File: config.mk
export PLATFORM = sky130hd
export DESIGN_NAME = ir_distance_linearizer_flat
export DESIGN_NICKNAME = d
export VERILOG_FILES = /design/src/hdl/ild_pkg.sv /design/src/hdl/ild_if.sv /design/src/hdl/ir_distance_linearizer.sv /design/src/hdl/ild_div.sv /design/src/hdl/ild_lane.sv /design/src/flat_wrapper.sv
export SDC_FILE = /design/constraint.sdc
export NUM_CORES = 1
export LEC_CHECK = 0
export BUFFER_PORTS_ARGS = -buffer_cell sky130_fd_sc_hd__clkbuf_2
export CAP_MARGIN = 10
export CORE_MARGIN = 5
export CORE_UTILIZATION = 56
export DETAILED_ROUTE_END_ITERATION = 6
export GPL_ROUTABILITY_DRIVEN = 0
export PLACE_DENSITY = 0.76
export SETUP_SLACK_MARGIN = 0.3
export SYNTH_ARGS = -nofsm -noshare
export SYNTH_HDL_FRONTEND = slang
export SYNTH_HIERARCHICAL = 1
export SYNTH_SLANG_ARGS = --single-unit
File: constraint.sdc
create_clock -name i_clk -period 12.8 [get_ports i_clk]
set_input_delay 1.92 -clock i_clk [delete_from_list [all_inputs] [get_ports i_clk]]
set_output_delay 1.92 -clock i_clk [all_outputs]
set_load 0.005 [all_outputs]
File: src/hdl/ild_pkg.sv
// Shared constants, calibration table and types of the IR distance linearizer.
package ild_pkg;

    localparam int SAMPLE_BITS   = 12;
    localparam int TABLE_ENTRIES = 13;
    localparam int MAX_WINDOW    = 16;

    localparam int WLEN_W = 5;
    localparam int NUM_W  = 16;
    localparam int OFS_W  = 8;
    localparam int CM_W   = 8;

    localparam int CFG_IDX_W  = 2;
    localparam int CFG_DATA_W = 16;

    localparam logic [CFG_IDX_W-1:0] REG_WINDOW    = CFG_IDX_W'(0);
    localparam logic [CFG_IDX_W-1:0] REG_NUMERATOR = CFG_IDX_W'(1);
    localparam logic [CFG_IDX_W-1:0] REG_OFFSET    = CFG_IDX_W'(2);

    localparam logic [WLEN_W-1:0] WLEN_RESET  = WLEN_W'(5);
    localparam logic [NUM_W-1:0]  NUMER_RESET = NUM_W'(61839);
    localparam logic [OFS_W-1:0]  OFS_RESET   = OFS_W'(9);

    localparam int SUM_W     = $clog2(MAX_WINDOW * ((1 << SAMPLE_BITS) - 1) + 1);
    localparam int WIN_W     = $clog2(MAX_WINDOW + 1);
    localparam int CNT_W     = WIN_W;
    localparam int DIV_W     = (SUM_W > NUM_W) ? SUM_W : NUM_W;
    localparam int DIV_STEPS = (DIV_W + 1) / 2;
    localparam int QPAD_W    = 2 * DIV_STEPS;
    localparam int STEP_W    = $clog2(DIV_STEPS);
    localparam int SEG_W     = $clog2(TABLE_ENTRIES);

    localparam int TABLE_BASE_CM = 10;
    localparam int TABLE_STEP_CM = 5;
    localparam int CM_MAX        = 255;
    localparam int FRAC_W        = $clog2(TABLE_STEP_CM + 1);
    localparam int NUMT_W        = SAMPLE_BITS + FRAC_W;

    typedef logic [SAMPLE_BITS-1:0] t_sample;
    typedef logic [SUM_W-1:0]       t_sum;
    typedef logic [WIN_W-1:0]       t_win;
    typedef logic [CNT_W-1:0]       t_cnt;
    typedef logic [DIV_W-1:0]       t_div;
    typedef logic [NUM_W-1:0]       t_num;
    typedef logic [OFS_W-1:0]       t_ofs;
    typedef logic [CM_W-1:0]        t_cm;
    typedef logic [SEG_W-1:0]       t_seg;

    localparam t_sample CALIB [TABLE_ENTRIES] = '{
        t_sample'(3690), t_sample'(2602), t_sample'(2065), t_sample'(1731),
        t_sample'(1580), t_sample'(1424), t_sample'(1370), t_sample'(940),
        t_sample'(861),  t_sample'(782),  t_sample'(757),  t_sample'(685),
        t_sample'(650)
    };

    typedef struct packed {
        logic start;
        t_div dividend;
        t_div divisor;
    } t_div_req;

    typedef struct packed {
        logic done;
        t_div quotient;
    } t_div_rsp;

    typedef struct packed {
        logic start;
        logic ack;
        t_sum sum;
        t_win win;
        t_num numerator;
        t_ofs offset;
    } t_lane_req;

    typedef struct packed {
        logic done;
        t_cm  distance;
        logic zero;
    } t_lane_rsp;

endpackage

File: src/hdl/ild_if.sv
// Handshake channel interfaces: sample requests, distance results, register writes.
interface ild_sample_if;
    logic                           valid;
    logic                           ready;
    logic [ild_pkg::SAMPLE_BITS-1:0] left_sample;
    logic [ild_pkg::SAMPLE_BITS-1:0] right_sample;

    modport source (output valid, output left_sample, output right_sample, input ready);
    modport sink   (input valid, input left_sample, input right_sample, output ready);
endinterface

interface ild_result_if;
    logic                    valid;
    logic                    ready;
    logic [ild_pkg::CM_W-1:0] left_distance;
    logic [ild_pkg::CM_W-1:0] right_distance;
    logic                    zero_average;

    modport source (output valid, output left_distance, output right_distance,
                    output zero_average, input ready);
    modport sink   (input valid, input left_distance, input right_distance,
                    input zero_average, output ready);
endinterface

interface ild_cfg_if;
    logic                          valid;
    logic                          ready;
    logic [ild_pkg::CFG_IDX_W-1:0]  index;
    logic [ild_pkg::CFG_DATA_W-1:0] data;

    modport source (output valid, output index, output data, input ready);
    modport sink   (input valid, input index, input data, output ready);
endinterface

File: src/hdl/ir_distance_linearizer.sv
// Top level: window accumulation, register file, two channel lanes and result merge.
// Sample pairs that do not close a window are taken one per cycle. A pair that closes
// the window starts both channel lanes, and its distance result is loaded into the
// output register when both lanes are done and the output is free; the next
// window-closing pair is taken once the lanes have handed over. Each lane runs its
// divider, which yields two quotient bits per cycle, twice in series: first
// for the window average, then for the reciprocal formula, with the table
// interpolation done alongside the second division. A result waiting at the output
// does not stop further pairs from being accumulated.
module ir_distance_linearizer (
    input  logic          i_clk,
    input  logic          i_rst_n,
    ild_sample_if.sink    i_sample,
    ild_result_if.source  o_result,
    ild_cfg_if.sink       i_cfg
);

    logic [ild_pkg::WLEN_W-1:0] r_wlen;
    ild_pkg::t_num              r_numer;
    ild_pkg::t_ofs              r_ofs;
    ild_pkg::t_sum              r_lsum, r_rsum;
    ild_pkg::t_cnt              r_cnt;
    logic                       r_busy;
    logic                       r_out_valid;
    ild_pkg::t_cm               r_out_l, r_out_r;
    logic                       r_out_z;

    ild_pkg::t_win      win_eff;
    ild_pkg::t_cnt      cnt_inc;
    ild_pkg::t_sum      lsum_inc, rsum_inc;
    logic               closes;
    logic               accept;
    logic               lane_ack;
    ild_pkg::t_lane_req left_req, right_req;
    ild_pkg::t_lane_rsp left_rsp, right_rsp;

    always_comb begin
        if (r_wlen == '0) begin
            win_eff = ild_pkg::WIN_W'(1);
        end else if (int'(r_wlen) > ild_pkg::MAX_WINDOW) begin
            win_eff = ild_pkg::WIN_W'(ild_pkg::MAX_WINDOW);
        end else begin
            win_eff = ild_pkg::WIN_W'(r_wlen);
        end
    end

    assign cnt_inc  = r_cnt + ild_pkg::CNT_W'(1);
    assign lsum_inc = r_lsum + ild_pkg::SUM_W'(i_sample.left_sample);
    assign rsum_inc = r_rsum + ild_pkg::SUM_W'(i_sample.right_sample);
    assign closes   = (cnt_inc >= win_eff);

    assign i_sample.ready = !r_busy || !closes;
    assign accept         = i_sample.valid && i_sample.ready;

    assign lane_ack = left_rsp.done && right_rsp.done && (!r_out_valid || o_result.ready);

    always_comb begin
        left_req.start     = accept && closes;
        left_req.ack       = lane_ack;
        left_req.sum       = lsum_inc;
        left_req.win       = win_eff;
        left_req.numerator = r_numer;
        left_req.offset    = r_ofs;
        right_req          = left_req;
        right_req.sum      = rsum_inc;
    end

    ild_lane u_left (
        .i_clk   (i_clk),
        .i_rst_n (i_rst_n),
        .i_req   (left_req),
        .o_rsp   (left_rsp)
    );

    ild_lane u_right (
        .i_clk   (i_clk),
        .i_rst_n (i_rst_n),
        .i_req   (right_req),
        .o_rsp   (right_rsp)
    );

    assign i_cfg.ready = 1'b1;

    always_ff @(posedge i_clk) begin
        if (!i_rst_n) begin
            r_wlen  <= ild_pkg::WLEN_RESET;
            r_numer <= ild_pkg::NUMER_RESET;
            r_ofs   <= ild_pkg::OFS_RESET;
        end else if (i_cfg.valid) begin
            unique case (i_cfg.index)
                ild_pkg::REG_WINDOW:    r_wlen  <= i_cfg.data[ild_pkg::WLEN_W-1:0];
                ild_pkg::REG_NUMERATOR: r_numer <= i_cfg.data[ild_pkg::NUM_W-1:0];
                ild_pkg::REG_OFFSET:    r_ofs   <= i_cfg.data[ild_pkg::OFS_W-1:0];
                default: begin
                end
            endcase
        end
    end

    // accumulate, or clear and hand the window to the lanes
    always_ff @(posedge i_clk) begin
        if (!i_rst_n) begin
            r_lsum <= '0;
            r_rsum <= '0;
            r_cnt  <= '0;
            r_busy <= 1'b0;
        end else begin
            if (accept) begin
                if (closes) begin
                    r_lsum <= '0;
                    r_rsum <= '0;
                    r_cnt  <= '0;
                end else begin
                    r_lsum <= lsum_inc;
                    r_rsum <= rsum_inc;
                    r_cnt  <= cnt_inc;
                end
            end
            if (accept && closes) begin
                r_busy <= 1'b1;
            end else if (lane_ack) begin
                r_busy <= 1'b0;
            end
        end
    end

    always_ff @(posedge i_clk) begin
        if (!i_rst_n) begin
            r_out_valid <= 1'b0;
        end else if (lane_ack) begin
            r_out_valid <= 1'b1;
        end else if (o_result.ready) begin
            r_out_valid <= 1'b0;
        end
    end

    always_ff @(posedge i_clk) begin
        if (lane_ack) begin
            r_out_l <= left_rsp.distance;
            r_out_r <= right_rsp.distance;
            r_out_z <= left_rsp.zero | right_rsp.zero;
        end
    end

    assign o_result.valid          = r_out_valid;
    assign o_result.left_distance  = r_out_l;
    assign o_result.right_distance = r_out_r;
    assign o_result.zero_average   = r_out_z;

    a_lanes_in_step: assert property (@(posedge i_clk) disable iff (!i_rst_n)
        left_rsp.done == right_rsp.done)
        else $error("channel lanes finished in different cycles");

    a_done_only_busy: assert property (@(posedge i_clk) disable iff (!i_rst_n)
        left_rsp.done |-> r_busy)
        else $error("lane reports a result with no window outstanding");

    a_start_sets_busy: assert property (@(posedge i_clk) disable iff (!i_rst_n)
        left_req.start |=> r_busy)
        else $error("window handed to lanes without marking busy");

    a_ack_loads_out: assert property (@(posedge i_clk) disable iff (!i_rst_n)
        lane_ack |=> r_out_valid)
        else $error("lane result dropped at the output register");

    a_cnt_below_max: assert property (@(posedge i_clk) disable iff (!i_rst_n)
        r_cnt < ild_pkg::CNT_W'(ild_pkg::MAX_WINDOW))
        else $error("stored sample count reached the window maximum");

endmodule

File: src/hdl/ild_div.sv
// Restoring unsigned divider, two quotient bits per cycle.
module ild_div (
    input  logic              i_clk,
    input  logic              i_rst_n,
    input  ild_pkg::t_div_req i_req,
    output ild_pkg::t_div_rsp o_rsp
);

    logic                        r_run, n_run;
    logic                        r_done, n_done;
    logic [ild_pkg::STEP_W-1:0]  r_cnt, n_cnt;
    ild_pkg::t_div               r_rem, n_rem;
    ild_pkg::t_div               r_dsr, n_dsr;
    logic [ild_pkg::QPAD_W-1:0]  r_quo, n_quo;
    logic [ild_pkg::DIV_W:0]     rem_sh;

    always_comb begin
        n_run  = r_run;
        n_done = 1'b0;
        n_cnt  = r_cnt;
        n_rem  = r_rem;
        n_dsr  = r_dsr;
        n_quo  = r_quo;
        rem_sh = '0;
        if (i_req.start) begin
            n_run = 1'b1;
            n_cnt = ild_pkg::STEP_W'(ild_pkg::DIV_STEPS - 1);
            n_rem = '0;
            n_dsr = i_req.divisor;
            n_quo = ild_pkg::QPAD_W'(i_req.dividend);
        end else if (r_run) begin
            for (int k = 0; k < 2; k++) begin
                rem_sh = {n_rem, n_quo[ild_pkg::QPAD_W-1]};
                n_quo  = {n_quo[ild_pkg::QPAD_W-2:0], 1'b0};
                if (rem_sh >= {1'b0, n_dsr}) begin
                    n_rem    = ild_pkg::DIV_W'(rem_sh - {1'b0, n_dsr});
                    n_quo[0] = 1'b1;
                end else begin
                    n_rem = rem_sh[ild_pkg::DIV_W-1:0];
                end
            end
            if (r_cnt == '0) begin
                n_run  = 1'b0;
                n_done = 1'b1;
            end else begin
                n_cnt = r_cnt - ild_pkg::STEP_W'(1);
            end
        end
    end

    always_ff @(posedge i_clk) begin
        if (!i_rst_n) begin
            r_run  <= 1'b0;
            r_done <= 1'b0;
            r_cnt  <= '0;
        end else begin
            r_run  <= n_run;
            r_done <= n_done;
            r_cnt  <= n_cnt;
        end
    end

    always_ff @(posedge i_clk) begin
        r_rem <= n_rem;
        r_dsr <= n_dsr;
        r_quo <= n_quo;
    end

    assign o_rsp.done     = r_done;
    assign o_rsp.quotient = r_quo[ild_pkg::DIV_W-1:0];

endmodule

File: src/hdl/ild_lane.sv
// One channel lane: window average, reciprocal formula and table interpolation.
module ild_lane (
    input  logic               i_clk,
    input  logic               i_rst_n,
    input  ild_pkg::t_lane_req i_req,
    output ild_pkg::t_lane_rsp o_rsp
);

    localparam logic [2:0] S_IDLE = 3'd0;
    localparam logic [2:0] S_AVG  = 3'd1;
    localparam logic [2:0] S_SEG  = 3'd2;
    localparam logic [2:0] S_FORM = 3'd3;
    localparam logic [2:0] S_HOLD = 3'd4;

    logic [2:0]        r_state, n_state;
    ild_pkg::t_sum     r_avg, n_avg;
    ild_pkg::t_seg     r_seg, n_seg;
    logic              r_above, n_above;
    logic              r_below, n_below;
    ild_pkg::t_cm      r_tab, n_tab;
    ild_pkg::t_cm      r_dist, n_dist;
    logic              r_zero, n_zero;

    ild_pkg::t_div_req div_req;
    ild_pkg::t_div_rsp div_rsp;

    ild_pkg::t_seg              seg;
    logic                       found;
    logic                       above;
    ild_pkg::t_seg              seg_lo;
    ild_pkg::t_sample           x1;
    ild_pkg::t_sample           x2;
    ild_pkg::t_sample           span;
    ild_pkg::t_sample           dx;
    logic [ild_pkg::NUMT_W-1:0] num;
    logic [ild_pkg::FRAC_W-1:0] frac;
    ild_pkg::t_cm               tab_cm;
    ild_pkg::t_cm               fcm;
    logic                       fzero;
    ild_pkg::t_div              dq;
    logic [ild_pkg::CM_W:0]     mean_sum;

    ild_div u_div (
        .i_clk   (i_clk),
        .i_rst_n (i_rst_n),
        .i_req   (div_req),
        .o_rsp   (div_rsp)
    );

    always_comb begin
        if (r_state == S_IDLE) begin
            div_req.start    = i_req.start;
            div_req.dividend = ild_pkg::DIV_W'(i_req.sum);
            div_req.divisor  = ild_pkg::DIV_W'(i_req.win);
        end else begin
            div_req.start    = (r_state == S_SEG);
            div_req.dividend = ild_pkg::DIV_W'(i_req.numerator);
            div_req.divisor  = ild_pkg::DIV_W'(r_avg);
        end
    end

    // segment search over the falling calibration table
    always_comb begin
        seg   = '0;
        found = 1'b0;
        for (int j = ild_pkg::TABLE_ENTRIES - 1; j >= 1; j--) begin
            if (r_avg >= ild_pkg::SUM_W'(ild_pkg::CALIB[j])) begin
                seg   = ild_pkg::SEG_W'(j);
                found = 1'b1;
            end
        end
        above = (r_avg >= ild_pkg::SUM_W'(ild_pkg::CALIB[0]));
    end

    // interpolate inside the chosen segment
    always_comb begin
        seg_lo = (r_seg == '0) ? '0 : r_seg - ild_pkg::SEG_W'(1);
        x1     = ild_pkg::CALIB[seg_lo];
        x2     = ild_pkg::CALIB[r_seg];
        span   = x1 - x2;
        dx     = x1 - r_avg[ild_pkg::SAMPLE_BITS-1:0];
        num    = ild_pkg::NUMT_W'(dx) * ild_pkg::NUMT_W'(ild_pkg::TABLE_STEP_CM);
        frac   = '0;
        for (int k = 1; k <= ild_pkg::TABLE_STEP_CM; k++) begin
            if (span != '0 &&
                num >= ild_pkg::NUMT_W'(span) * ild_pkg::NUMT_W'(k)) begin
                frac = ild_pkg::FRAC_W'(k);
            end
        end
        if (r_above) begin
            tab_cm = ild_pkg::CM_W'(ild_pkg::TABLE_BASE_CM);
        end else if (r_below) begin
            tab_cm = ild_pkg::CM_W'(ild_pkg::TABLE_BASE_CM +
                                    ild_pkg::TABLE_STEP_CM * (ild_pkg::TABLE_ENTRIES - 1));
        end else begin
            tab_cm = ild_pkg::CM_W'(ild_pkg::TABLE_BASE_CM +
                                    ild_pkg::TABLE_STEP_CM * int'(seg_lo))
                     + ild_pkg::CM_W'(frac);
        end
    end

    // reciprocal formula and channel mean
    always_comb begin
        fzero = 1'b0;
        dq    = div_rsp.quotient - ild_pkg::DIV_W'(i_req.offset);
        if (r_avg == '0) begin
            fcm   = ild_pkg::CM_W'(ild_pkg::CM_MAX);
            fzero = 1'b1;
        end else if (div_rsp.quotient <= ild_pkg::DIV_W'(i_req.offset)) begin
            fcm = '0;
        end else if (dq > ild_pkg::DIV_W'(ild_pkg::CM_MAX)) begin
            fcm = ild_pkg::CM_W'(ild_pkg::CM_MAX);
        end else begin
            fcm = dq[ild_pkg::CM_W-1:0];
        end
        mean_sum = {1'b0, fcm} + {1'b0, r_tab};
    end

    always_comb begin
        n_state = r_state;
        n_avg   = r_avg;
        n_seg   = r_seg;
        n_above = r_above;
        n_below = r_below;
        n_tab   = r_tab;
        n_dist  = r_dist;
        n_zero  = r_zero;
        unique case (r_state)
            S_IDLE: begin
                if (i_req.start) begin
                    n_state = S_AVG;
                end
            end
            S_AVG: begin
                if (div_rsp.done) begin
                    n_avg   = div_rsp.quotient[ild_pkg::SUM_W-1:0];
                    n_state = S_SEG;
                end
            end
            S_SEG: begin
                n_seg   = seg;
                n_above = above;
                n_below = !above && !found;
                n_state = S_FORM;
            end
            S_FORM: begin
                n_tab = tab_cm;
                if (div_rsp.done) begin
                    n_dist  = mean_sum[ild_pkg::CM_W:1];
                    n_zero  = fzero;
                    n_state = S_HOLD;
                end
            end
            S_HOLD: begin
                if (i_req.ack) begin
                    n_state = S_IDLE;
                end
            end
            default: begin
                n_state = S_IDLE;
            end
        endcase
    end

    always_ff @(posedge i_clk) begin
        if (!i_rst_n) begin
            r_state <= S_IDLE;
        end else begin
            r_state <= n_state;
        end
    end

    always_ff @(posedge i_clk) begin
        r_avg   <= n_avg;
        r_seg   <= n_seg;
        r_above <= n_above;
        r_below <= n_below;
        r_tab   <= n_tab;
        r_dist  <= n_dist;
        r_zero  <= n_zero;
    end

    assign o_rsp.done     = (r_state == S_HOLD);
    assign o_rsp.distance = r_dist;
    assign o_rsp.zero     = r_zero;

endmodule

File: src/flat_wrapper.sv
// flat-port wrapper written by rule: the top's interface ports become plain ports
module ir_distance_linearizer_flat 
  (i_clk, i_rst_n, i_sample_valid, i_sample_left_sample, i_sample_right_sample, i_sample_ready, o_result_valid, o_result_left_distance, o_result_right_distance, o_result_zero_average, o_result_ready, i_cfg_valid, i_cfg_index, i_cfg_data, i_cfg_ready);
  ild_sample_if i_sample_i ();
  ild_result_if o_result_i ();
  ild_cfg_if i_cfg_i ();
  input  logic i_clk;
  input  logic i_rst_n;
  input wire logic [$bits(i_sample_i.valid)-1:0] i_sample_valid;
  input wire logic [$bits(i_sample_i.left_sample)-1:0] i_sample_left_sample;
  input wire logic [$bits(i_sample_i.right_sample)-1:0] i_sample_right_sample;
  output wire logic [$bits(i_sample_i.ready)-1:0] i_sample_ready;
  output wire logic [$bits(o_result_i.valid)-1:0] o_result_valid;
  output wire logic [$bits(o_result_i.left_distance)-1:0] o_result_left_distance;
  output wire logic [$bits(o_result_i.right_distance)-1:0] o_result_right_distance;
  output wire logic [$bits(o_result_i.zero_average)-1:0] o_result_zero_average;
  input wire logic [$bits(o_result_i.ready)-1:0] o_result_ready;
  input wire logic [$bits(i_cfg_i.valid)-1:0] i_cfg_valid;
  input wire logic [$bits(i_cfg_i.index)-1:0] i_cfg_index;
  input wire logic [$bits(i_cfg_i.data)-1:0] i_cfg_data;
  output wire logic [$bits(i_cfg_i.ready)-1:0] i_cfg_ready;
  assign i_sample_i.valid = i_sample_valid;
  assign i_sample_i.left_sample = i_sample_left_sample;
  assign i_sample_i.right_sample = i_sample_right_sample;
  assign i_sample_ready = i_sample_i.ready;
  assign o_result_valid = o_result_i.valid;
  assign o_result_left_distance = o_result_i.left_distance;
  assign o_result_right_distance = o_result_i.right_distance;
  assign o_result_zero_average = o_result_i.zero_average;
  assign o_result_i.ready = o_result_ready;
  assign i_cfg_i.valid = i_cfg_valid;
  assign i_cfg_i.index = i_cfg_index;
  assign i_cfg_i.data = i_cfg_data;
  assign i_cfg_ready = i_cfg_i.ready;
  ir_distance_linearizer u_core (.i_clk(i_clk), .i_rst_n(i_rst_n), .i_sample(i_sample_i), .o_result(o_result_i), .i_cfg(i_cfg_i));
endmodule
Word level (Yosys, flattened, before mapping)
Memories as Yosys holds them, arrays and structs flattened.
Index checks and enable logic that the tools add are counted.
{ "op_classes": {"addsub": 23, "n_mul": 8, "magnitude_cmp": 50, "n_eq_ne": 20, "mux": 125, "bitwise": 8, "n_reduce_logical": 60} }
{ "ops": {"columns": ["op", "n"], "rows": [
  ["two-way mux 16 bit", 14],
  ["greater-or-equal comparator 16 x 10 -> 1 bit, second input constant", 12],
  ["greater-or-equal comparator 16 x 11 -> 1 bit, second input constant", 8],
  ["greater-or-equal comparator 16 x 12 -> 1 bit, second input constant", 6],
  ["two-way mux 12 bit", 8],
  ["two-way mux 3 bit", 28],
  ["greater-or-equal comparator 17 x 16 -> 1 bit", 4],
  ["two-way mux 33 bit", 2],
  ["subtractor 16 bit", 4],
  ["greater-or-equal comparator 15 x 14 -> 1 bit", 4],
  ["multiplier 12 x 3 -> 15 bit, second input constant", 4],
  ["two-way mux 4 bit", 12],
  ["two-way mux 8 bit", 6],
  ["subtractor 12 bit", 4],
  ["two-way mux 1 bit", 44],
  ["adder 16 x 12 -> 16 bit", 2],
  ["greater-than comparator 16 x 8 -> 1 bit, second input constant", 2],
  ["<= comparator 16 x 8 -> 1 bit", 2],
  ["zero test 16 bit", 2],
  ["subtractor 16 x 8 -> 16 bit", 2],
  ["greater-or-equal comparator 15 x 12 -> 1 bit", 2],
  ["greater-or-equal comparator 15 x 13 -> 1 bit", 2],
  ["greater-or-equal comparator 15 bit", 2],
  ["one-hot mux 3 bit (5 select lines)", 2],
  ["other kinds (38)", 116]
]} }
{ "totals": {"ff_bits": 275, "romBits": 768, "out_inout_bits": 20, "n_memories": 4} }
{ "mem_list": {"columns": ["name", "depth", "width", "read_ports", "rd_clocked_by_memory_dff", "wr", "line", "rtl"], "rows": [
  ["(no name shown)", 16, 12, 1, 0, 0, "ild_lane.sv:79", "x2 = ild_pkg::CALIB[r_seg];"],
  ["(no name shown)", 16, 12, 1, 0, 0, "ild_lane.sv:78", "x1 = ild_pkg::CALIB[seg_lo];"],
  ["(no name shown)", 16, 12, 1, 0, 0, "ild_lane.sv:79", null],
  ["(no name shown)", 16, 12, 1, 0, 0, "ild_lane.sv:78", null]
]} }

Depth between registers and ports, before layout
Gate-level depths: netlist of run 1.
{ "logic_depth": {"word_depth": 17, "ltp_mapped": 46, "mapped_depth_nobuf": 44} }

Modules after synthesis
Netlist of run 1, hierarchy kept.
{ "modules_own_cells": {"columns": ["mod", "n_inst", "cells_each", "area_per_inst_um2", "seq_area_each_um2"], "rows": [
  ["ild_div", 2, 435, 4015.1, 1381.3],
  ["ild_lane at u_core.u_right", 1, 958, 7900.1, 1201.2],
  ["ild_lane at u_core.u_left", 1, 944, 7822.5, 1201.2],
  ["ir_distance_linearizer", 1, 487, 4526.8, 1871.8]
]} }

Worst setup path before layout of run 1
Ideal clock, no wire load.
{ "synth_path": {"path_kind": "register -> register", "start": "reg u_core.u_right.r_seg[1]", "end": "reg u_core.u_right.r_tab[6] (data pin)", "t_arrival_ns": 8.241, "t_required_ns": 12.539, "slack_ns": 4.298, "path_stages_with_launch": 42, "n_path_buf": 2, "period_less_slack_ns": 8.502, "path_cell_list": "edfxtp_1 -> buf_2 -> inv_1 -> ha_1 -> inv_1 -> ha_1 -> or2_2 -> clkbuf_1 -> ha_1 -> a21oi_1 -> ha_1 -> inv_1 -> fa_1 -> a21o_1 -> a21oi_1 -> o21bai_1 -> a21oi_1 -> o21bai_1 -> [... 6 more ...] -> nand2b_1 -> xnor2_1 -> ha_1 -> a211o_1 -> o2111ai_1 -> a21oi_1 -> o31a_1 -> a2111oi_2 -> nand2_1 -> o311ai_2 -> ha_1 -> ha_1 -> fa_1 -> a21o_1 -> a21oi_1 -> nor2b_1 -> o21ai_0 -> a21oi_1"} }
{ "synth_between": {"elab_chain_cells": 17, "word_cells_on_any_way": 36} }
{ "synth_rtl": {"columns": ["item", "line", "rtl"], "rows": [
  ["start: declaration", "ild_lane.sv:17", "ild_pkg::t_seg r_seg, n_seg;"],
  ["start signal: assignment", "ild_lane.sv:175", "r_seg <= n_seg;"],
  ["subtractor 4 x 1 -> 4 bit / zero test 4 bit (equally long branches)", "ild_lane.sv:77", "seg_lo = (r_seg == '0) ? '0 : r_seg - ild_pkg::SEG_W'(1);"],
  ["two-way mux 4 bit", "ild_lane.sv:77", null],
  ["inverter 4 -> 5 bit (not written as such)", "ild_lane.sv:78", null],
  ["memory read (16 x 12 bit)", null, null],
  ["two-way mux 12 bit (not written as such) (2 in a row)", "ild_lane.sv:78", null],
  ["subtractor 12 bit", "ild_lane.sv:81", "dx = x1 - r_avg[ild_pkg::SAMPLE_BITS-1:0];"],
  ["multiplier 12 x 3 -> 15 bit", "ild_lane.sv:82", "num = ild_pkg::NUMT_W'(dx) * ild_pkg::NUMT_W'(ild_pkg::TABLE_STEP_CM);"],
  ["greater-or-equal comparator 15 x 12 -> 1 bit", "ild_lane.sv:86", "num >= ild_pkg::NUMT_W'(span) * ild_pkg::NUMT_W'(k)) begin"],
  ["logical AND 1 bit", "ild_lane.sv:85", "if (span != '0 &&"],
  ["two-way mux 1 bit", "ild_lane.sv:85", null],
  ["two-way mux 3 bit (4 in a row)", "ild_lane.sv:85", null],
  ["adder 8 x 3 -> 8 bit (*)", "ild_lane.sv:98", "+ ild_pkg::CM_W'(frac);"],
  ["two-way mux 7 bit (*)", "ild_lane.sv:92", "end else if (r_below) begin"],
  ["end signal: assignment", "ild_lane.sv:178", "r_tab <= n_tab;"],
  ["end: declaration", "ild_lane.sv:20", "ild_pkg::t_cm r_tab, n_tab;"]
]} }
Mark *: on every way between the ends. The rest lies on a longest branch, timed or not. The select of a mux whose other input is x is not followed.
A chain may end at the register's enable or synchronous reset.

Worst setup path in the final report of run 1
{ "layout_path": {"start": "reg u_core.u_left.r_seg[0]", "end": "reg u_core.u_left.r_tab[6] (data pin)"} }
{ "layout_between": {"elab_chain_cells": 17, "word_cells_on_any_way": 36} }
{ "layout_rtl": {"columns": ["item", "line"], "rows": [
  ["start: declaration", "ild_lane.sv:17"],
  ["start signal: assignment", "ild_lane.sv:175"],
  ["subtractor 4 x 1 -> 4 bit / zero test 4 bit (equally long branches)", "ild_lane.sv:77"],
  ["two-way mux 4 bit", "ild_lane.sv:77"],
  ["inverter 4 -> 5 bit (not written as such)", "ild_lane.sv:78"],
  ["memory read (16 x 12 bit)", null],
  ["two-way mux 12 bit (not written as such) (2 in a row)", "ild_lane.sv:78"],
  ["subtractor 12 bit", "ild_lane.sv:81"],
  ["multiplier 12 x 3 -> 15 bit", "ild_lane.sv:82"],
  ["greater-or-equal comparator 15 x 12 -> 1 bit", "ild_lane.sv:86"],
  ["logical AND 1 bit", "ild_lane.sv:85"],
  ["two-way mux 1 bit", "ild_lane.sv:85"],
  ["two-way mux 3 bit (4 in a row)", "ild_lane.sv:85"],
  ["adder 8 x 3 -> 8 bit (*)", "ild_lane.sv:98"],
  ["two-way mux 7 bit (*)", "ild_lane.sv:92"],
  ["end signal: assignment", "ild_lane.sv:178"],
  ["end: declaration", "ild_lane.sv:20"]
]} }
Marks and branches as above.

==> results of run 1 <==
flip-flops by register name (all words and copies together), names as in the netlist, 5 cells and up:
signal	flops
u_core/u_right/u_div/r_rem	16
u_core/r_rsum	16
u_core/r_numer	16
u_core/r_ofs	8
u_core/u_left/r_avg	16
u_core/u_right/r_avg	16
u_core/u_left/r_dist	8
u_core/u_left/u_div/r_rem	16
u_core/r_wlen	5
u_core/u_right/u_div/r_dsr	16
u_core/u_left/r_tab	7
u_core/r_lsum	16
u_core/r_cnt	5
u_core/u_right/u_div/r_quo	16
u_core/u_left/u_div/r_dsr	16
u_core/o_result.left_distance	8
u_core/u_right/r_dist	8
u_core/u_left/u_div/r_quo	16
u_core/u_right/r_tab	7
u_core/o_result.right_distance	8
layout make-up:
cell class / count / area share [%]
Clock buffer: 36 / 2.80
Clock inverter: 20 / 0.889
Inverter: 259 / 3.23
Multi-Input combinational cell: 2646 / 65.8
Sequential cell: 273 / 23.3
Tap cell: 672 / 2.78
Timing Repair Buffer: 72 / 1.25
critical path, delay by kind of cell, from the launching register on:
kind / cells / cell delay (ns)
AOI/OAI and AO/OA: 17 / 3.81
adders and majority gates: 9 / 2.77
xor gates and xnor gates: 1 / 0.14
and+or+nand+nor: 7 / 1.51
muxes: 1 / 0.39
DFF: 1 / 0.52
buffers and inverters: 4 / 0.46
worst max-delay path by stage:
| stage | from | endpoint | slack, ns | depth (start not counted) |
|---|---|---|---|---|
| 6_report | u_core/u_left/r_seg[0] | u_core/u_left/r_tab[6] | 2.94 | 39 |
| 5_1_grt | u_core/u_left/r_seg[1] | u_core/u_left/r_tab[6] | 2.19 | 39 |
| 4_1_cts | u_core/u_left/r_seg[0] | u_core/u_left/r_tab[6] | 3.08 | 38 |
| 3_5_place_dp | u_core/u_left/r_seg[0] | u_core/u_left/r_tab[6] | 3.12 | 38 |
| 3_3_place_gp | u_core/u_left/r_seg[0] | u_core/u_left/r_tab[5] | 3.50 | 39 |
| 2_1_floorplan | u_core/u_right/r_seg[1] | u_core/u_right/r_tab[6] | 4.30 | 41 |
logic make-up after synthesis:
group | after synthesis | share of synthesized area [%]
AO/OA/AOI/OAI | 895 | 20.9
XOR/XNOR | 181 | 5.66
adder cells (fa/ha/maj) | 484 | 22.0
buffers and inverters | 340 | 4.84
flip-flops | 273 | 24.9
multiplexers | 119 | 4.71
other | 1 | 0.0133
AND/OR/NAND/NOR | 966 | 17.0
routing by layer:
layer | global-route usage (%) | vias to the layer above
li1 | - | 12000
met1 | 32.0 | 11800
met2 | 46.7 | 862
met3 | 2.47 | 228
met4 | 9.64 | 0
met5 | 0 | -
placed cells by master (no fill, tap or decap), types with 22 or more instances in the layout:
| cell type | n |
|---|---|
| nor3_1 | 67 |
| nor4_1 | 23 |
| nor2b_1 | 66 |
| o211ai_1 | 30 |
| edfxtp_1 | 157 |
| a211oi_1 | 35 |
| dfxtp_1 | 116 |
| o21ai_0 | 188 |
| a21oi_1 | 250 |
| fa_1 | 22 |
| mux2i_1 | 27 |
| a31oi_1 | 25 |
| o21a_1 | 54 |
| xor2_1 | 61 |
| nand2b_1 | 47 |
| clkbuf_16 | 32 |
| xnor2_1 | 118 |
| a311oi_1 | 22 |
| clkbuf_2 | 65 |
| or2_2 | 22 |
| and3_1 | 28 |
| inv_1 | 254 |
| nand4_1 | 31 |
| nand3_1 | 93 |
| mux2_2 | 88 |
| a21o_1 | 66 |
| o21bai_1 | 32 |
| nor2_1 | 272 |
| nand2_1 | 206 |
| ha_1 | 462 |
power groups by stage:
stage / Combinational, mW / Clock, mW / Sequential (mW)
2_1_floorplan: 1.77 / 0 / 1.08
3_3_place_gp: 2.12 / 0 / 1.11
3_5_place_dp: 2.19 / 0 / 1.12
4_1_cts: 2.21 / 0.982 / 1.10
5_1_grt: 2.46 / 1.02 / 1.11
6_report: 2.26 / 0.968 / 1.10
stage by stage:
step	instance area, um^2	hold WS, ns	setup WS, ns	utilization, %	cells
global route	30300	0.428	2.19	60.4	3978
finish	30300	0.420	2.94	60.4	3978
detailed placement	29100	0.405	3.12	58.2	3922
floorplan	28300	0.400	4.30	-	3259
CTS	30300	0.419	3.08	60.4	3978
global placement	29100	0.405	3.50	58.2	3922
==> key figures, run 1 <==
Status
  – Run status: completed

Global route
  – Tot GR Track Use: 25.9%
  – Remaining global-route overflow: 0
  – First-pass GRT wire length: 122,000 um
  – Initial antenna violation count: 0
  – Vias in the first global route: 24,700
  – Largest net degree at the start of global routing: 42

Routing
  – DR WL met2: 37,500 um
  – Met1 Wirelength: 31,300 um
  – DR top layer: met4
  – Wire length per cell: 18.9 um
  – Antenna-violating nets left: 0
  – Final WL: 75,200 um
  – Routed wl met3: 3480 um
  – Initial drt markers: 1,914
  – Post-route DRC: 0
  – Vias after detailed routing: 24,900
  – Initial DRT Pass Iterations: 6
  – Vias per cell: 6.26

Clocking
  – Worst-skew pair later-pin latency: 0.58 ns
  – Clk slew on worst S/H paths: 0.06 ns
  – CTS root buffer: clkbuf_16
  – Num CTS Buffers: 30
  – Postcts setup bufs: 0
  – Post-CTS Hold Buffers: 0
  – CTS H-tree lvls: 1
  – Clock sink total: 273
  – Clk buf depth: 3
  – Post-CTS Resized: 0
  – CTS tree: built

Synth
  – Leading cell types by count after synthesis: ha_1 (462), nor2_1 (272), inv_1 (254), a21oi_1 (250), nand2_1 (206)
  – Synth warn: 6
  – Avg Cell Area, Syn: 8.68 um^2
  – Post-synth EDFFs: 157
  – Syn nets: 3,790
  – Register bit count reported by yosys: 273
  – Post-synth cell types: 108
  – Async SR Flop Fraction: 0%
  – Share of the synthesized area in the top cell type: 20.4%
  – Top cells by area, synth: ha_1 (20%), edfxtp_1 (17%), dfxtp_1 (8.2%), a21oi_1 (4.4%), xnor2_1 (3.7%)
  – Post-synthesis sequential area ratio: 24.9%
  – Post-Syn Instances: 3,259
  – Synthesized area: 28,300 um^2
  – Area leader, netlist: ha_1
  – Most frequent cell after synthesis: ha_1
  – Most used DFF post-synth: edfxtp_1

Finish
  – FILL cells: 4,312
  – Inserted Diodes: 0
  – Layout area overhead: 6.98%
  – Area of the multi-input gates: 19,900 um^2
  – Reg area: 7040 um^2
  – Layout cell share with drive strength beyond 1: 8.86%
  – Total Nets Final: 3,813

Pwr
  – Power share of the sequential group: 25.5%
  – Power per cell area: 143 nW/um^2
  – Switching Fraction: 41.8%
  – Combinational share of power: 52.1%
  – Worst vdd ir: 0.000200 V
  – Clock network fraction of design power: 22.4%
  – Switching power total: 1.81 mW
  – Pleak: 13.3 nW
  – Tot Pwr: 4.33 mW
  – Pint: 2.52 mW

Die
  – Core Region: 50,100 um^2
  – Die height: 235 um
  – Die width: 235 um
  – Initial core utilization: 56.5%
  – I/O pin cnt: 67
  – Cell row count: 82
  – Die area: 55,100 um^2

Setup path
  – Slowest library cell on the worst path: a2111oi_0
  – R2R depth: 39
  – Critical Path AT: 10.17 ns
  – Type of the worst setup path: reg -> reg
  – Top fanout value on the critical path: 13
  – Flop-to-flop setup slack: 2.94 ns
  – R2R Path Start: u_core/u_left/r_seg[0]
  – CP Capture Type: flip-flop
  – Worst setup SP type: flip-flop
  – Req. time, crit path: 13.11 ns
  – Reg2reg end: u_core/u_left/r_tab[6]
  – Slowest stage delay, CP: 0.54 ns

Worst hold path
  – Worst Hold Depth: 0
  – Hold WC Path Type: reg -> reg
  – Hold EP: u_core/o_result.left_distance[7]
  – Worst Hold Launch: u_core/u_left/r_dist[7]

STA
  – # setup viols final: 0
  – Min Tclk post-route: 9.86 ns
  – RSZ-0062 raised after global routing: no
  – Final TNS setup: 0 ns
  – Max-slew violations: 0
  – Worst slew pin tran: 1.15 ns
  – Final Cycle Share: 77.0%
  – Final Hold Viols: 0
  – Clock Skew: 0.0284 ns
  – Peak Freq: 101 MHz
  – Slew headroom: 22.6%

Placement
  – Port Buffers: 65
  – HPWL after DPL: 58,700 um

Job
  – Max_cap viols: 0
No activity file was read; power rests on OpenSTA's default activity.
==> inputs of run 2 (changes only) <==
--- a/config.mk
+++ b/config.mk
@@ -11,7 +11,7 @@
 export CORE_UTILIZATION = 56
 export DETAILED_ROUTE_END_ITERATION = 6
 export GPL_ROUTABILITY_DRIVEN = 0
-export PLACE_DENSITY = 0.76
+export PLACE_DENSITY = 0.78
 export SETUP_SLACK_MARGIN = 0.3
 export SYNTH_ARGS = -nofsm -noshare
 export SYNTH_HDL_FRONTEND = slang
==> constraint.sdc (replaced) <==
create_clock -name i_clk -period 8.9 [get_ports i_clk]
set_input_delay 1.335 -clock i_clk [delete_from_list [all_inputs] [get_ports i_clk]]
set_output_delay 1.335 -clock i_clk [all_outputs]
set_load 0.005 [all_outputs]
==> run 2 against run 1 <==
  * Clock-buffer cell count shrank 4
  * Critical path type unchanged
  * Cell count grew 2.1%
  * Clock power grew 39%
  * Global-route usage shrank 1.6 points
  * Critical path depth grew 1
  * Non-clock buffer count grew 81
  * Setup slack lost 2.3 ns
==> key figures, run 2 (same netlist as run 1, synthesis figures left out) <==
Status
  – Run status: completed

Pwr
  – Worst vdd ir: 0.000341 V
  – Combinational share of power: 52.1%
  – Power per cell area: 196 nW/um^2
  – Switching Fraction: 41.3%
  – Pint: 3.59 mW
  – Clock network fraction of design power: 22.0%
  – Pleak: 13.8 nW
  – Power share of the sequential group: 25.8%
  – Switching power total: 2.53 mW

Finish
  – Inserted Diodes: 0
  – Post-layout util: 62.6%
  – Area of the multi-input gates: 20,400 um^2
  – Layout cell share with drive strength beyond 1: 13.4%
  – Most frequent cells in the layout: ha_1 (450), nor2_1 (265), inv_1 (249), a21oi_1 (230), nand2_1 (205)
  – Commonest non-fill, non-tap cell in the layout: ha_1
  – Final instance area: 31,300 um^2
  – Layout area overhead: 10.8%
  – Total Nets Final: 3,895
  – FILL cells: 4,188
  – Reg area: 7040 um^2

Clocking
  – Clock sink total: 273
  – CTS H-tree lvls: 1
  – CTS tree: built
  – CTS root buffer: clkbuf_16
  – Clk buf depth: 3
  – Num CTS Buffers: 30
  – Clk slew on worst S/H paths: 0.06 ns
  – Worst-skew pair later-pin latency: 0.58 ns
  – Post-CTS Hold Buffers: 0

Routing
  – Initial DRT Pass Iterations: 6
  – Final WL: 71,700 um
  – Initial drt markers: 1,789
  – Vias after detailed routing: 24,500
  – Wire length per cell: 17.6 um
  – Antenna-violating nets left: 0
  – Vias per cell: 6.02
  – Post-route DRC: 0

STA
  – Peak Freq: 120 MHz
  – Final Cycle Share: 93.3%
  – Worst slew pin tran: 1.11 ns
  – Clock Skew: 0.0285 ns
  – # setup viols final: 0
  – RSZ-0062 raised after global routing: no
  – Final Hold Viols: 0
  – Slew headroom: 25.8%
  – Max-slew violations: 0
  – Min Tclk post-route: 8.30 ns

Placement
  – HPWL after DPL: 55,200 um
  – Placed cell area: 29,500 um^2
  – Port Buffers: 65

Die
  – Core Region: 50,100 um^2
  – I/O pin cnt: 67
  – Cell row count: 82
  – Die area: 55,100 um^2
  – Die height: 235 um
  – Initial core utilization: 56.5%
  – Die width: 235 um

Setup path
  – Critical Path AT: 8.62 ns
  – Top fanout value on the critical path: 8
  – CP Capture Type: flip-flop
  – Cell mode on critical path: a21oi_2
  – Delay-heaviest family, CP: compound AO/OA/AOI/OAI gates
  – Type of the worst setup path: reg -> reg
  – Worst setup SP type: flip-flop
  – WP buf/inv: 3
  – Slowest stage delay, CP: 0.43 ns
  – Slowest library cell on the worst path: fa_1
  – Req. time, crit path: 9.22 ns

Global route
  – Tot GR Track Use: 24.2%
  – Initial antenna violation count: 1
  – First-pass GRT wire length: 114,000 um
  – Largest net degree at the start of global routing: 42
  – Vias in the first global route: 23,000
  – Remaining global-route overflow: 0

Job
  – Max_cap viols: 0

Worst hold path
  – Hold WC Path Type: reg -> reg
run 2: final timing paths:
kind                            start                                end  slack (ns)  cells past startpoint
max           u_core/u_right/r_seg[1]            u_core/u_right/r_tab[6]        0.60                     40
min          u_core/u_right/r_dist[5]  u_core/o_result.right_distance[5]        0.42                      0
max reg2reg   u_core/u_right/r_seg[1]            u_core/u_right/r_tab[6]        0.60                     40
min reg2reg  u_core/u_right/r_dist[5]  u_core/o_result.right_distance[5]        0.42                      0
run 2: power groups by stage:
stage,Sequential (mW),Combinational [mW],Clock (mW)
detailed placement,1.61,3.10,0
global placement,1.60,3.07,0
finish,1.58,3.19,1.35
CTS,1.58,3.13,1.37
floorplan,1.56,2.54,0
global route,1.60,3.52,1.42
run 2: worst reg2reg max path: cells and delay by family, from the launching register on:
family | cells | cell delay (ns)
AO/OA/AOI/OAI | 20 | 3.18
adder cells (fa/ha/maj) | 10 | 2.82
AND/OR/NAND/NOR | 5 | 0.97
XOR/XNOR | 2 | 0.44
flip-flops | 1 | 0.41
buffers and inverters | 3 | 0.20
run 2: per-stage QoR:
step	worst slack, ns	TNS [ns]	hold slack (ns)	total power [mW]	instances
after floorplan	0.398	0	0.400	4.10	3259
after global placement	0.0639	0	0.401	4.68	3972
after detailed placement	-0.149	-0.357	0.405	4.71	3972
after CTS	0.267	0	0.419	6.08	4032
after global routing	0.192	0	0.429	6.53	4060
final	0.598	0	0.417	6.13	4060
run 2: final cells by class:
cell class / instances / area share, %
flip-flops and latches: 273 / 22.5
clock inverters: 24 / 1.01
clock buffers: 32 / 2.42
multi-input cells: 2647 / 65.1
inverters: 259 / 3.13
repair buffers: 153 / 3.15
well taps: 672 / 2.68
run 2: metal layers:
| metal | part of all wire [%] | up-vias | track usage [%] | routed length, um |
|---|---|---|---|---|
| met5 | 0.028 | - | 0 | 20 |
| met4 | 2.9 | 2 | 6.80 | 2090 |
| met3 | 4.5 | 147 | 2.42 | 3220 |
| met2 | 49 | 655 | 43.2 | 35400 |
| met1 | 43 | 11500 | 31.4 | 30900 |
| li1 | - | 12200 | - | - |
run 2: timing repair:
action	CTS	global route
setup buffers	4	27
pin swaps	7	45
gates cloned	0	1
setup endpoints to repair	12	12
resized for setup	31	97
